**config.mk**
```make
export PLATFORM = sky130hd
export DESIGN_NAME = swap_slot_bitmap_allocator
export DESIGN_NICKNAME = d
export VERILOG_FILES = /design/src/rtl/core/ssba_pkg.sv /design/src/rtl/core/ssba_ctrl.sv /design/src/rtl/core/ssba_datapath.sv /design/src/rtl/core/swap_slot_bitmap_allocator.sv
export SDC_FILE = /design/constraint.sdc
export NUM_CORES = 1
export LEC_CHECK = 0
export ABC_CLOCK_PERIOD_IN_PS = 7220
export BUFFER_PORTS_ARGS = -buffer_cell sky130_fd_sc_hd__buf_4
export CAP_MARGIN = 10
export CORE_ASPECT_RATIO = 1.4
export CORE_MARGIN = 2
export CORE_UTILIZATION = 30
export CTS_CLUSTER_DIAMETER = 30
export DETAILED_ROUTE_END_ITERATION = 8
export GPL_TIMING_DRIVEN = 0
export PLACE_DENSITY = 0.49
export SLEW_MARGIN = 5
export SYNTH_ARGS = -nofsm -noshare
export SYNTH_HDL_FRONTEND = slang
export SYNTH_HIERARCHICAL = 1
export SYNTH_SLANG_ARGS = --single-unit
```
**constraint.sdc**
```tcl
create_clock -name clk -period 7.22 [get_ports clk]
set_clock_uncertainty 0.15 [all_clocks]
set_input_delay 1.083 -clock clk [delete_from_list [all_inputs] [get_ports clk]]
set_output_delay 1.083 -clock clk [all_outputs]
set_load 0.01 [all_outputs]
```
**src/rtl/core/ssba_pkg.sv**
```systemverilog
// Shared types and constants of the swap slot bitmap allocator.
package ssba_pkg;

  localparam int CFG_W    = 11;
  localparam int SLOT_W   = 10;
  localparam int SEC_W    = 13;
  localparam int CNT_W    = 17;
  localparam int ROW_BITS = 32;
  localparam int ROW_SH   = 5;

  typedef enum logic [1:0] {
    ST_OK           = 2'd0,
    ST_FULL         = 2'd1,
    ST_NOT_OCC      = 2'd2,
    ST_INSTALL_FAIL = 2'd3
  } status_t;

  typedef enum logic {
    MODE_ALLOC = 1'b0,
    MODE_FREE  = 1'b1
  } mode_t;

  typedef struct packed {
    logic clr_wr;
    logic capture;
    logic rd;
    logic adv_row;
    logic commit;
    logic fail;
    logic emit;
    logic report;
  } cmd_t;

  typedef struct packed {
    logic clr_last;
    logic hit;
    logic miss_end;
    logic step_last;
    logic out_free;
  } sts_t;

endpackage

```
**src/rtl/core/ssba_ctrl.sv**
```systemverilog
// Controller state machine of the swap slot bitmap allocator.
module ssba_ctrl (
  input  logic           clk,
  input  logic           rst,
  input  logic           item_valid,
  output logic           item_ready,
  input  ssba_pkg::sts_t sts,
  output ssba_pkg::cmd_t cmd
);

  typedef enum logic [5:0] {
    S_CLEAR  = 6'b000001,
    S_IDLE   = 6'b000010,
    S_READ   = 6'b000100,
    S_CHECK  = 6'b001000,
    S_EMIT   = 6'b010000,
    S_REPORT = 6'b100000
  } state_t;

  state_t state;
  state_t state_next;

  always_ff @(posedge clk) begin
    if (rst) begin
      state <= S_CLEAR;
    end else begin
      state <= state_next;
    end
  end

  assign item_ready = (state == S_IDLE);

  always_comb begin
    state_next = state;
    cmd        = '0;
    unique case (state)
      S_CLEAR: begin
        cmd.clr_wr = 1'b1;
        if (sts.clr_last) begin
          state_next = S_IDLE;
        end
      end
      S_IDLE: begin
        if (item_valid) begin
          cmd.capture = 1'b1;
          state_next  = S_READ;
        end
      end
      S_READ: begin
        cmd.rd     = 1'b1;
        state_next = S_CHECK;
      end
      S_CHECK: begin
        if (sts.hit) begin
          cmd.commit = 1'b1;
          state_next = S_EMIT;
        end else if (sts.miss_end) begin
          cmd.fail   = 1'b1;
          state_next = S_REPORT;
        end else begin
          cmd.adv_row = 1'b1;
          state_next  = S_READ;
        end
      end
      S_EMIT: begin
        if (sts.out_free) begin
          cmd.emit = 1'b1;
          if (sts.step_last) begin
            state_next = S_IDLE;
          end
        end
      end
      S_REPORT: begin
        if (sts.out_free) begin
          cmd.report = 1'b1;
          state_next = S_IDLE;
        end
      end
      default: begin
        state_next = S_CLEAR;
      end
    endcase
  end

endmodule

```
**src/rtl/core/ssba_datapath.sv**
```systemverilog
// Datapath of the swap slot bitmap allocator: bitmap memory, search and result word.
module ssba_datapath #(
  parameter int NUM_SLOTS        = 1024,
  parameter int SECTORS_PER_SLOT = 8
) (
  input  logic                          clk,
  input  logic                          rst,
  input  ssba_pkg::cmd_t                cmd,
  output ssba_pkg::sts_t                sts,
  input  logic [ssba_pkg::CFG_W-1:0]    slot_count,
  input  logic                          mode,
  input  logic [ssba_pkg::SLOT_W-1:0]   slot_index,
  input  logic                          install_ok,
  output logic                          result_valid,
  input  logic                          result_ready,
  output logic [1:0]                    status,
  output logic [ssba_pkg::SLOT_W-1:0]   slot_number,
  output logic [ssba_pkg::SEC_W-1:0]    sector_address,
  output logic                          last
);

  localparam int RB     = ssba_pkg::ROW_BITS;
  localparam int CW     = ssba_pkg::CNT_W;
  localparam int SW     = ssba_pkg::SEC_W;
  localparam int ROWS   = (NUM_SLOTS + RB - 1) / RB;
  localparam int RW     = (ROWS > 1) ? $clog2(ROWS) : 1;
  localparam int STEP_W = (SECTORS_PER_SLOT > 1) ? $clog2(SECTORS_PER_SLOT) : 1;
  localparam logic [CW-1:0]     NUM_C     = CW'(NUM_SLOTS);
  localparam logic [SW-1:0]     SPS_C     = SW'(SECTORS_PER_SLOT);
  localparam logic [STEP_W-1:0] STEP_LAST = STEP_W'(SECTORS_PER_SLOT - 1);
  localparam logic [RW-1:0]     ROW_LAST  = RW'(ROWS - 1);

  logic [RB-1:0]          mem [ROWS];
  logic [RB-1:0]          rdata;
  logic [RW-1:0]          row;
  logic                   mode_q;
  logic [ssba_pkg::SLOT_W-1:0] idx_q;
  logic                   ok_q;
  logic [CW-1:0]          slot_sel;
  logic [STEP_W-1:0]      step;
  ssba_pkg::status_t      err_q;

  logic [CW-1:0]          usable;
  logic [CW-1:0]          cnt_ext;
  logic [CW-1:0]          idx_ext;
  logic [CW-1:0]          row_base;
  logic [CW-1:0]          remaining;
  logic [RB-1:0]          in_mask;
  logic [RB-1:0]          free_bits;
  logic [RB-1:0]          bit_sel;
  logic [RB-1:0]          wdata;
  logic [RW-1:0]          waddr;
  logic                   we;
  logic [4:0]             pe;
  logic [4:0]             bitpos;
  logic                   found;
  logic                   idx_bit;
  logic                   idx_in_range;
  logic                   free_ok;
  ssba_pkg::status_t      err_now;
  logic [SW-1:0]          sec_base;

  assign cnt_ext   = CW'(slot_count);
  assign usable    = (cnt_ext > NUM_C) ? NUM_C : cnt_ext;
  assign idx_ext   = CW'(idx_q);
  assign row_base  = CW'(row) << ssba_pkg::ROW_SH;
  assign remaining = usable - row_base;

  always_comb begin
    for (int b = 0; b < RB; b++) begin
      in_mask[b] = (remaining > CW'(b));
    end
  end

  assign free_bits = ~rdata & in_mask;
  assign found     = |free_bits;

  always_comb begin
    pe = '0;
    for (int b = RB - 1; b >= 0; b--) begin
      if (free_bits[b]) begin
        pe = 5'(b);
      end
    end
  end

  assign idx_bit      = rdata[idx_q[4:0]];
  assign idx_in_range = (idx_ext < usable);
  assign free_ok      = idx_in_range && idx_bit && ok_q;

  always_comb begin
    if (mode_q == ssba_pkg::MODE_ALLOC) begin
      err_now = ssba_pkg::ST_FULL;
    end else if (!idx_in_range || !idx_bit) begin
      err_now = ssba_pkg::ST_NOT_OCC;
    end else begin
      err_now = ssba_pkg::ST_INSTALL_FAIL;
    end
  end

  assign bitpos  = (mode_q == ssba_pkg::MODE_FREE) ? idx_q[4:0] : pe;
  assign bit_sel = RB'(1) << bitpos;

  always_comb begin
    we    = 1'b0;
    waddr = row;
    wdata = '0;
    if (cmd.clr_wr) begin
      we = 1'b1;
    end else if (cmd.commit) begin
      we    = 1'b1;
      wdata = (mode_q == ssba_pkg::MODE_FREE) ? (rdata & ~bit_sel) : (rdata | bit_sel);
    end
  end

  always_ff @(posedge clk) begin
    if (we) begin
      mem[waddr] <= wdata;
    end
    if (cmd.rd) begin
      rdata <= mem[row];
    end
  end

  always_ff @(posedge clk) begin
    if (rst) begin
      row <= '0;
    end else if (cmd.capture) begin
      row <= (mode == ssba_pkg::MODE_FREE) ?
             RW'(CW'(slot_index) >> ssba_pkg::ROW_SH) : '0;
    end else if (cmd.clr_wr) begin
      row <= (row == ROW_LAST) ? '0 : row + RW'(1);
    end else if (cmd.adv_row) begin
      row <= row + RW'(1);
    end
  end

  always_ff @(posedge clk) begin
    if (cmd.capture) begin
      mode_q <= mode;
      idx_q  <= slot_index;
      ok_q   <= install_ok;
    end
    if (cmd.commit) begin
      slot_sel <= (mode_q == ssba_pkg::MODE_FREE) ? idx_ext : (row_base + CW'(pe));
    end
    if (cmd.fail) begin
      err_q <= err_now;
    end
  end

  always_ff @(posedge clk) begin
    if (cmd.capture) begin
      step <= '0;
    end else if (cmd.emit) begin
      step <= (step == STEP_LAST) ? '0 : step + STEP_W'(1);
    end
  end

  assign sec_base = slot_sel[SW-1:0] * SPS_C;

  always_ff @(posedge clk) begin
    if (rst) begin
      result_valid <= 1'b0;
    end else if (cmd.emit || cmd.report) begin
      result_valid <= 1'b1;
    end else if (result_ready) begin
      result_valid <= 1'b0;
    end
  end

  always_ff @(posedge clk) begin
    if (cmd.emit) begin
      status         <= ssba_pkg::ST_OK;
      slot_number    <= slot_sel[ssba_pkg::SLOT_W-1:0];
      sector_address <= sec_base + SW'(step);
      last           <= (step == STEP_LAST);
    end else if (cmd.report) begin
      status         <= err_q;
      slot_number    <= (mode_q == ssba_pkg::MODE_FREE) ? idx_q : '0;
      sector_address <= '0;
      last           <= 1'b1;
    end
  end

  assign sts.clr_last  = (row == ROW_LAST);
  assign sts.hit       = (mode_q == ssba_pkg::MODE_FREE) ? free_ok : found;
  assign sts.miss_end  = (mode_q == ssba_pkg::MODE_FREE) ||
                         (remaining <= CW'(RB));
  assign sts.step_last = (step == STEP_LAST);
  assign sts.out_free  = !result_valid || result_ready;

endmodule

```
**src/rtl/core/swap_slot_bitmap_allocator.sv**
```systemverilog
// Top level of the swap slot bitmap allocator with its configuration register.
// After reset a clearing pass empties the bitmap row by row; no word is taken.
// Allocate: the bitmap is searched 32 slots per row; each row is read from memory, then checked.
// A successful item then gives SECTORS_PER_SLOT result words, one a cycle from the result register
// while result_ready stays high. A failure gives one result word; a free reads and checks one row.
// One item is in work at a time; the slot count register is cleared to 1024 by reset.
module swap_slot_bitmap_allocator #(
  parameter int NUM_SLOTS        = 1024,
  parameter int SECTORS_PER_SLOT = 8
) (
  input  logic                        clk,
  input  logic                        rst,
  input  logic                        psel,
  input  logic                        penable,
  input  logic                        pwrite,
  input  logic [2:0]                  paddr,
  input  logic [31:0]                 pwdata,
  output logic [31:0]                 prdata,
  output logic                        pready,
  input  logic                        item_valid,
  output logic                        item_ready,
  input  logic                        mode,
  input  logic [ssba_pkg::SLOT_W-1:0] slot_index,
  input  logic                        install_ok,
  output logic                        result_valid,
  input  logic                        result_ready,
  output logic [1:0]                  status,
  output logic [ssba_pkg::SLOT_W-1:0] slot_number,
  output logic [ssba_pkg::SEC_W-1:0]  sector_address,
  output logic                        last
);

  logic [ssba_pkg::CFG_W-1:0] slot_count;
  ssba_pkg::cmd_t             cmd;
  ssba_pkg::sts_t             sts;

  assign pready = 1'b1;

  always_ff @(posedge clk) begin
    if (rst) begin
      slot_count <= ssba_pkg::CFG_W'(1024);
    end else if (psel && penable && pwrite && pready && !paddr[2]) begin
      slot_count <= pwdata[ssba_pkg::CFG_W-1:0];
    end
  end

  assign prdata = paddr[2] ? 32'd0 : 32'(slot_count);

  ssba_ctrl u_ctrl (
    .clk        (clk),
    .rst        (rst),
    .item_valid (item_valid),
    .item_ready (item_ready),
    .sts        (sts),
    .cmd        (cmd)
  );

  ssba_datapath #(
    .NUM_SLOTS        (NUM_SLOTS),
    .SECTORS_PER_SLOT (SECTORS_PER_SLOT)
  ) u_datapath (
    .clk            (clk),
    .rst            (rst),
    .cmd            (cmd),
    .sts            (sts),
    .slot_count     (slot_count),
    .mode           (mode),
    .slot_index     (slot_index),
    .install_ok     (install_ok),
    .result_valid   (result_valid),
    .result_ready   (result_ready),
    .status         (status),
    .slot_number    (slot_number),
    .sector_address (sector_address),
    .last           (last)
  );

`ifndef ASSERT_OFF
  a_one_item: assert property (@(posedge clk) disable iff (rst)
    item_valid && item_ready |=> !item_ready)
    else $error("a second word was accepted while an item was in work");

  a_err_last: assert property (@(posedge clk) disable iff (rst)
    result_valid && (status != ssba_pkg::ST_OK) |-> last)
    else $error("an error result word is not marked last");

  a_commit_fail: assert property (@(posedge clk) disable iff (rst)
    !(cmd.commit && cmd.fail))
    else $error("bitmap update and failure report issued together");

  a_emit_room: assert property (@(posedge clk) disable iff (rst)
    (cmd.emit || cmd.report) |-> sts.out_free)
    else $error("result register loaded while its word was still held");
`endif

endmodule

```
Word-level counts from Yosys, hierarchy flattened
Memory sizes are Yosys's and may differ from the RTL's. A register that Yosys moved wholly into a read port is not among the register bits.
Cells that the tools add are included.
{ "totals": {"ff_bits": 76, "ramBits": 1024, "in_bits": 54, "out_inout_bits": 61, "memories": 1} }
{ "op_classes": {"addsub": 5, "order_cmp": 36, "n_eq_ne": 13, "shift": 1, "n_mux": 83, "bitwise": 5, "reduce_logical": 18} }
{ "memory_table": {"columns": ["name", "depth", "width", "rd", "rd_clocked_by_memory_dff", "write_ports", "line_no", "text"], "rows": [
  ["u_datapath.mem", 32, 32, 1, 1, 1, "ssba_datapath.sv:33", "logic [RB-1:0] mem [ROWS];"]
]} }
{ "ops": {"columns": ["cell", "n"], "rows": [
  ["$gt 17x5->1 const B", 16],
  ["$mux 5", 38],
  ["$gt 17x4->1 const B", 8],
  ["$mux 32", 3],
  ["$gt 17x3->1 const B", 4],
  ["$and 32x32->32", 2],
  ["$not 32->32", 2],
  ["$mux 6", 7],
  ["$mux 10", 4],
  ["$pmux 6 s6", 1],
  ["$gt 17x1->1 const B", 2],
  ["$gt 17x2->1 const B", 2],
  ["$or 32x32->32", 1],
  ["$reduce_or 32->1", 1],
  ["$shl 1x5->32 const A", 1],
  ["$mux 13", 2],
  ["$mux 1", 23],
  ["$mux 11", 2],
  ["$le 17x6->1 const B", 1],
  ["$lt 10x17->1", 1],
  ["$sub 17x10->17", 1],
  ["$add 13x3->13", 1],
  ["$gt 11x11->1 const B", 1],
  ["$add 10x5->10", 1],
  ["other kinds (20)", 36]
]} }

Longest topological paths before layout
Gate-level depths: netlist of run 1.
{ "logic_depth": {"word_depth": 44, "depth_mapped": 25} }

Cells and area by module
Netlist of run 1, hierarchy kept.
{ "modules_own_cells": {"columns": ["module", "n_inst", "cells_per_inst", "area_each_um2", "seq_area_each_um2"], "rows": [
  ["ssba_datapath", 1, 2274, 44870.5, 33372.0],
  ["swap_slot_bitmap_allocator", 1, 84, 752.0, 220.2],
  ["ssba_ctrl", 1, 50, 444.2, 120.1]
]} }

Least setup slack after synthesis of run 1
Ideal clock, no wire load.
{ "synth_timing": {"path_kind": "register to register", "from": "register slot_count[10] (netlist bit)", "to": "memory u_datapath/mem[0][12] (netlist bit), data pin", "setup_time_ns": 0.479, "t_arrival_ns": 6.623, "required_time_ns": 6.591, "slack_ns": -0.032, "stages_incl_launch_ff": 24, "path_cell_list": "dfxtp_1 -> clkbuf_1 -> clkbuf_1 -> clkbuf_1 -> nand2b_1 -> inv_1 -> ha_1 -> buf_4 -> and3b_1 -> clkbuf_1 -> nor2_1 -> a22oi_1 -> a21oi_4 -> buf_4 -> a2111oi_0 -> o21a_1 -> or3b_4 -> nor2_1 -> o221ai_1 -> inv_1 -> nor2_1 -> nand2b_1 -> clkbuf_1 -> a221oi_1"} }
{ "synth_lines": {"columns": ["element", "line_no", "text"], "rows": [
  ["start: declaration", "swap_slot_bitmap_allocator.sv:33", "logic [ssba_pkg::CFG_W-1:0] slot_count;"],
  ["start signal: assignment", "swap_slot_bitmap_allocator.sv:41", "slot_count <= ssba_pkg::CFG_W'(1024);"],
  ["start signal: assignment", "swap_slot_bitmap_allocator.sv:43", "slot_count <= pwdata[ssba_pkg::CFG_W-1:0];"],
  ["end: declaration", "ssba_datapath.sv:33", null]
]} }

Final worst setup path of run 1
{ "layout_timing": {"from": "register slot_count[10] (netlist bit)", "to": "memory u_datapath/mem[19][24] (netlist bit), data pin"} }
{ "layout_via": {"elab_chain_len": 44} }
{ "layout_rtl": {"columns": ["element", "line_no", "text"], "rows": [
  ["$gt 11x11->1", "ssba_datapath.sv:64", "assign usable = (cnt_ext > NUM_C) ? NUM_C : cnt_ext;"],
  ["$mux 11 *", "ssba_datapath.sv:64", null],
  ["$sub 17x10->17", "ssba_datapath.sv:67", "assign remaining = usable - row_base;"],
  ["$gt 17x5->1", "ssba_datapath.sv:71", "in_mask[b] = (remaining > CW'(b));"],
  ["$and 32x32->32", "ssba_datapath.sv:75", "assign free_bits = ~rdata & in_mask;"],
  ["$mux 5 (32 in series)", "ssba_datapath.sv:81", "if (free_bits[b]) begin"],
  ["$mux 5", "ssba_datapath.sv:101", "assign bitpos = (mode_q == ssba_pkg::MODE_FREE) ? idx_q[4:0] : pe;"],
  ["$shl 1x5->32", "ssba_datapath.sv:102", "assign bit_sel = RB'(1) << bitpos;"],
  ["$not 32->32", "ssba_datapath.sv:112", "wdata = (mode_q == ssba_pkg::MODE_FREE) ? (rdata & ~bit_sel) : (rdata | bit_sel);"],
  ["$and 32x32->32", "ssba_datapath.sv:112", null],
  ["$mux 32", "ssba_datapath.sv:112", null],
  ["$mux 32 *", "ssba_datapath.sv:110", "end else if (cmd.commit) begin"],
  ["$mux 32 *", "ssba_datapath.sv:108", "if (cmd.clr_wr) begin"],
  ["net u_datapath.wdata[24]", "ssba_datapath.sv:51", "logic [RB-1:0] wdata;"]
]} }
The timed path passes the listed nets; every way through them passes the cells marked *.

==> results of run 1 <==
[final timing paths]
kind                       endpoint  slack, ps  cells past startpoint
min reg2reg     u_datapath/err_q[1]        310                      0
min             u_datapath/err_q[1]        310                      0
max reg2reg  u_datapath/mem[19][24]        160                     22
max          u_datapath/mem[19][24]        160                     22
[through the flow]
| step | setup TNS, ps | total power, uW |
|---|---|---|
| after floorplan | -3050 | 7810 |
| after global placement | - | 8160 |
| after detailed placement | -3762660 | 8220 |
| after CTS | -14600 | 16000 |
| after global routing | -485 | 16300 |
| final | 0 | 15800 |
[final cells by class]
class                   count  area (um2)
diodes                      1        2.50
plain buffers             154         806
clock buffers             175        4080
clock inverters           117        1250
fillers                 13721       94200
inverters                  33         130
multi-input cells        1108       12400
flip-flops and latches   1132       33700
well taps                1978        2470
repair buffers            270        3830
[per-layer routing]
metal	global-route usage (%)	part of all wire, %
met5	0	0
met4	9.95	5.3
met3	3.55	6.3
met2	36.7	53
met1	22.7	36
[flip-flops by register name (all words and copies together) (netlist names)]
register                   flops
u_datapath/mode_q              1
u_datapath/mem              1024
slot_count                    11
u_datapath/idx_q              10
u_datapath/sector_address     13
u_datapath/result_valid        1
u_datapath/step                3
u_datapath/rdata              32
u_datapath/last                1
u_datapath/row                 5
u_datapath/ok_q                1
u_datapath/slot_sel           10
u_datapath/status              2
u_datapath/err_q               2
u_ctrl/state                   6
u_datapath/slot_number        10
[kinds of logic (layout without fill, tap and decap cells)]
kind of cell,count (synthesis),in the layout
compound gates,404,404
xor+xnor,6,6
fa+ha+maj,23,23
buf+inv,188,749
flops,1132,1132
mux,284,284
other cells,2,23
simple gates,369,369
[synthesized netlist by cell type, drive strengths merged, types with 4 or more instances]
library cell,n
edfxtp,1104
mux4,266
a22oi,130
clkbuf,93
nor2,93
a21oi,79
buf,62
nand2b,45
o21ai,43
a211oi,41
nand4,40
nand2,34
nor3,32
inv,29
dfxtp,28
nand3,24
nor2b,24
ha,22
and2,18
mux2i,17
a21o,14
a31oi,10
o21bai,10
and3,8
o22ai,8
nand4b,7
nor4,7
a22o,6
nand3b,6
o2111ai,6
or2,6
a221oi,5
nor3b,5
or3,5
a31o,4
a41oi,4
clkinv,4
xor2,4
[placed cells by master, fill, tap and decap left out, types with 26 or more instances in the layout]
cell type,n
edfxtp_1,1104
nor2_1,49
a21oi_1,75
nand4_1,40
dfxtp_1,27
nor2_4,40
buf_4,148
clkbuf_1,87
inv_1,26
buf_8,40
nand2_1,34
nand2b_1,44
a22oi_1,129
o21ai_0,36
mux4_2,266
buf_12,80
a211oi_4,28
clkbuf_16,161
[power by group through the flow]
| stage | registers (uW) | clock network (uW) | logic (uW) |
|---|---|---|---|
| after floorplan | 7330 | 0 | 485 |
| after global placement | 7340 | 0 | 823 |
| after detailed placement | 7330 | 0 | 885 |
| after CTS | 7200 | 7850 | 917 |
| after global routing | 7200 | 8100 | 962 |
| final | 7200 | 7730 | 920 |
[repair_timing]
action                                   CTS  global route
pin swaps                                 38            11
buffers inserted                          75            24
gates resized for setup                   46            20
endpoints found under the setup margin  2071          2026
==> out/qor.yml, run 1 <==
route:
  drt_iter0_markers: 2665
  drc: 0
  wl_um: 158000
  via_count: 27164
  vias_per_cell: 5.47
  drt_pass1_iterations: 7
  ant_nets: 0
  post_drt_wl_per_cell_um: 31.9
run_status:
  outcome: "completed"
logic_synthesis:
  syn_area_um2: 46100
  synth_edf_count: 1104
  ys_async_sr_fraction_pct: 0
  synthCells: 2408
  synth_top_family_by_area: "multiplexers"
  yosysWarnings: 6
  synth_flop_cell: "edfxtp_1"
  synthAdderAreaFrac_pct: 0.641
  muxShareOfSynthArea_pct: 13.4
  synth_compound_area_share_pct: 6.18
  synth_top_cell_area_share_pct: 72.0
  avgSynthCellArea_um2: 19.1
  synth_cell_types: 98
  ys_ff_latch: 1132
  yosys-top-cells-area: "edfxtp_1 (72%), mux4_2 (13%), a22oi_1 (2.1%), dfxtp_1 (1.2%), a21oi_1 (0.85%)"
  yosys.area_share.simple_pct: 4.57
  yosys.area.top_type: "edfxtp_1"
  synth_xor_area_share_pct: 0.114
  ys_seq_area_share_pct: 73.2
floorplanning:
  chipHeight_um: 468
  coreArea_um2: 153000
  start_util_pct: 30.1
  io_pins: 115
  rows: 170
  fp.dieW_um: 335
  dieArea_um2: 157000
grt:
  grt_pass1_vias: 28371
  grt_max_degree: 33
  grt_pass1_wl_um: 220000
  grt-ovfl-total: 0
  antenna_found_initial: 1
  grt_usage_pct: 20.2
place:
  numPlacedInstances: 4574
  port_buffers: 69
  placedInstanceArea_um2: 51800
  gp_congestion: 0.922
  dp_hpwl_um: 110000
  dp_slack_ps: -2350
setup_path:
  path_buf_inv: 9
  max_stage_delay_ps: 730
  cpLargestDelayFamily: "simple AND/OR/NAND/NOR gates"
  crit_chain: "clkbuf_2 > buf_2 > clkbuf_4 > nand2b_1 > inv_1 > ha_1 > inv_1 > or4_1 > or3_1 > buf_6 > a21o_1 > or3_1 > a21oi_1 > and3_1 > a21boi_1 > o21a_2 > inv_2 > nand2_1 > nor2_1 > a211oi_4 > buf_12 > buf_8"
  crit_arrival_ps: 7420
  worst_setup_path_end_kind: "register"
  crit_start: "slot_count[10]"
  crit_type: "register to register"
  slowest_stage: "nor2_1"
  worstSetupStartpointType: "register"
  cp.required_ps: 7590
  worstPathMaxFanout: 24
  r2r_start: "slot_count[10]"
timing:
  setup_viol: 0
  final_hold_viol_count: 0
  layout_setup_ws_ps: 163
  max_freq_mhz: 142
  whs_ps: 309
  relSlewSlack_pct: 3.31
  period_needed_ps: 7060
  drv_slew: 0
  max_slew.worst_pin.slew_ps: 1450
  period_share_pct: 97.7
hold_path:
  hp-class: "register to register"
  min_from: "u_datapath/mode_q"
power:
  power_frac_comb_pct: 5.8
  internal_power_uw: 12100
  p_clk_share_pct: 48.8
  power.switching_uw: 3730
  leakage_uw: 0.0184
  p_seq_share_pct: 45.4
  p_per_area_nw_per_um2: 270
  ir_drop_uv: 224
  netSwitchingFraction_pct: 23.5
clock_network:
  clk_pin_slew_ps: 60
  cts_max_path_buffers: 3
  cts_root_buf: "clkbuf_16"
  cts_tree: "done"
  cts-hold-fix-buffers: 0
  cts_buffers: 159
  clk_latency_ps: 790
  clkSinkCount: 1132
  h-tree-depth: 4
final_layout:
  nNetsFinal: 2935
  finalNonFillerCells: 4968
  area_growth_pct: 27.5
  layout-drive-gt1-share_pct: 33.5
  fin_area_um2: 58700
  final_util_pct: 38.4
flow_run:
  maxCapViolCount: 0
Note: power is estimated with default switching activity, not from simulation.
==> inputs of run 2 (changes only) <==
--- a/config.mk
+++ b/config.mk
@@ -6,15 +6,16 @@
 export NUM_CORES = 1
 export LEC_CHECK = 0
 export ABC_CLOCK_PERIOD_IN_PS = 7220
-export BUFFER_PORTS_ARGS = -buffer_cell sky130_fd_sc_hd__buf_4
 export CAP_MARGIN = 10
 export CORE_ASPECT_RATIO = 1.4
 export CORE_MARGIN = 2
-export CORE_UTILIZATION = 30
+export CORE_UTILIZATION = 50
 export CTS_CLUSTER_DIAMETER = 30
 export DETAILED_ROUTE_END_ITERATION = 8
+export DONT_BUFFER_PORTS = 1
 export GPL_TIMING_DRIVEN = 0
-export PLACE_DENSITY = 0.49
+export PLACE_DENSITY = 0.71
+export SETUP_SLACK_MARGIN = 0.4
 export SLEW_MARGIN = 5
 export SYNTH_ARGS = -nofsm -noshare
 export SYNTH_HDL_FRONTEND = slang
==> out/qor.yml, run 2 (same netlist as run 1, synthesis figures left out) <==
final_layout:
  n_fill_cell: 5999  # -56%
  area_growth_pct: 21.7
  largest_reg_flops: 1024  # unchanged
  finalNonFillerCells: 4055  # -18%
  layout_commonest_cell: "edfxtp_1"
  layout-drive-gt1-share_pct: 30.7  # -2.8 points
  regMostFlops: "u_datapath/mem"
  nNetsFinal: 2824  # -3.8%
  layout_common_cells: "edfxtp_1 (1104), mux4_2 (266), clkbuf_16 (139)"
  reg.largest.list: "u_datapath/mem: 1024 flops, u_datapath/rdata: 32 flops, u_datapath/sector_address: 13 flops"
grt:
  antenna_found_initial: 0  # -1
  grt_pass1_wl_um: 212000  # -3.5%
  grt-ovfl-total: 0  # unchanged
  grt_max_degree: 33  # unchanged
  grt_usage_pct: 32.7  # +12 points
  grt_pass1_vias: 28384  # +0.046%
route:
  ant_nets: 0  # unchanged
  drt_pass1_iterations: 6  # -1
  wl_um: 154000  # -2.8%
  vias_per_cell: 6.93  # +27%
  drt_iter0_markers: 4397  # +65%
  drc: 0  # unchanged
  post_drt_wl_per_cell_um: 38.0  # +19%
  via_count: 28086  # +3.4%
timing:
  period_needed_ps: 6810  # -247 ps
  whs_ps: 250  # -59.0 ps
  max_slew.worst_pin.slew_ps: 1500  # +48.4 ps
  relSlewSlack_pct: 0.0880  # -3.2 points
  drv_slew: 0  # unchanged
  rsz0062_at_grt: "no"
  finalSetupTns_ps: 0  # unchanged
  layout_setup_ws_ps: 411  # +247 ps
  final_hold_viol_count: 0  # unchanged
  setup_viol: 0  # unchanged
  period_share_pct: 94.3  # -3.4 points
  max_freq_mhz: 147  # +3.6%
floorplanning:
  rows: 131  # -23%
  coreArea_um2: 91300  # -40%
  dieArea_um2: 94600  # -40%
  fp.dieW_um: 261  # -22%
  chipHeight_um: 363  # -22%
  start_util_pct: 50.5  # +20 points
  io_pins: 115  # unchanged
clock_network:
  cts_root_buf: "clkbuf_16"
  clk_pin_slew_ps: 70  # about the same
  cts_max_path_buffers: 3  # unchanged
  cts_buffers: 135  # -15%
  cts_tree: "done"
  h-tree-depth: 4  # unchanged
  clkSinkCount: 1132  # unchanged
  clk_latency_ps: 760  # -30 ps
setup_path:
  cp.required_ps: 7630  # +40 ps
  crit_type: "register to register"
  worstSetupStartpointType: "register"
  worstPathMaxFanout: 31  # +29%
  crit_arrival_ps: 7220  # -200 ps
  worst_setup_path_end_kind: "register"
power:
  leakage_uw: 0.0175  # -4.7%
  power_uw: 14900  # -5.7%
  ir_drop_uv: 290  # +29%
  p_per_area_nw_per_um2: 267  # -1.2%
flow_run:
  maxCapViolCount: 1  # +1
run_status:
  violations: "max-capacitance violations"
  outcome: "finished, violations left"
place:
  dp_hpwl_um: 98700  # -10%
  port_buffers: 0  # -100%
  gp_congestion: 0.980  # +6.2%
  numPlacedInstances: 3715  # -19%
  dp_slack_ps: -3090  # -734 ps
hold_path:
  hp-class: "input pin to register"
run 2: report_power, final:
part / switching, uW / internal [uW]
combinational: 558 / 340
clock: 2830 / 4020
sequential: 17.6 / 7180
run 2: metrics by stage:
step,area (um2),utilization [%]
2_1_floorplan,46200,-
3_5_place_dp,50100,54.9
5_1_grt,56100,61.4
4_1_cts,55700,61.1
6_report,56100,61.4
3_3_place_gp,47700,52.2
run 2: worst max-delay path: stages, from the launching register on:
cell and delay (ps):
dfxtp_1 400, clkbuf_2 340, buf_4 330, clkbuf_8 310, inv_1 200, ha_1 360
and3b_1 160, clkbuf_2 180, nor2_4 260, a22oi_2 210, buf_4 220, a21o_1 280
or3_1 470, a21oi_2 310, o311ai_4 210, nand3_1 150, a22o_1 140, buf_2 290
clkinv_2 180, buf_6 200, nand2_1 190, nor2_4 70, buf_4 200, a211oi_4 490
buf_8 260
run 2: routing by layer:
metal	part of all wire [%]	routed length, um	GRT usage, %	vias to the layer above
met1	30	46500	36.9	14217
met3	12	18800	9.15	679
met4	8.7	13400	22.7	0
met2	49	75300	53.7	2459
met5	0	0	0.103	-
li1	-	-	-	10731
run 2: path summary, 6_finish.rpt:
kind	startpoint	slack [ps]	endpoint	depth (start not counted)
hold reg to reg	u_datapath/mode_q	320	u_datapath/err_q[1]	0
setup / recovery	u_datapath/row[1]	410	u_datapath/mem[21][23]	24
setup reg to reg	u_datapath/row[1]	410	u_datapath/mem[21][23]	24
hold / removal	rst	250	u_datapath/row[1]	1
run 2: cell type report:
| type | instances | area, um2 | area share (%) |
|---|---|---|---|
| flip-flops and latches | 1132 | 33700 | 60.1 |
| multi-input cells | 1109 | 12500 | 22.3 |
| clock buffers | 151 | 3520 | 6.29 |
| repair buffers | 181 | 2840 | 5.07 |
| well taps | 1197 | 1500 | 2.67 |
| clock inverters | 95 | 1000 | 1.79 |
| plain buffers | 155 | 833 | 1.49 |
| inverters | 33 | 130 | 0.232 |
| diodes | 2 | 5.00 | 0.00893 |
run 2: timing repair:
item	CTS	global route
hold buffers	0	0
resized for setup	67	29
gates cloned	1	0
setup buffers	69	17
pin swaps	41	19
setup endpoints to repair	2073	1950
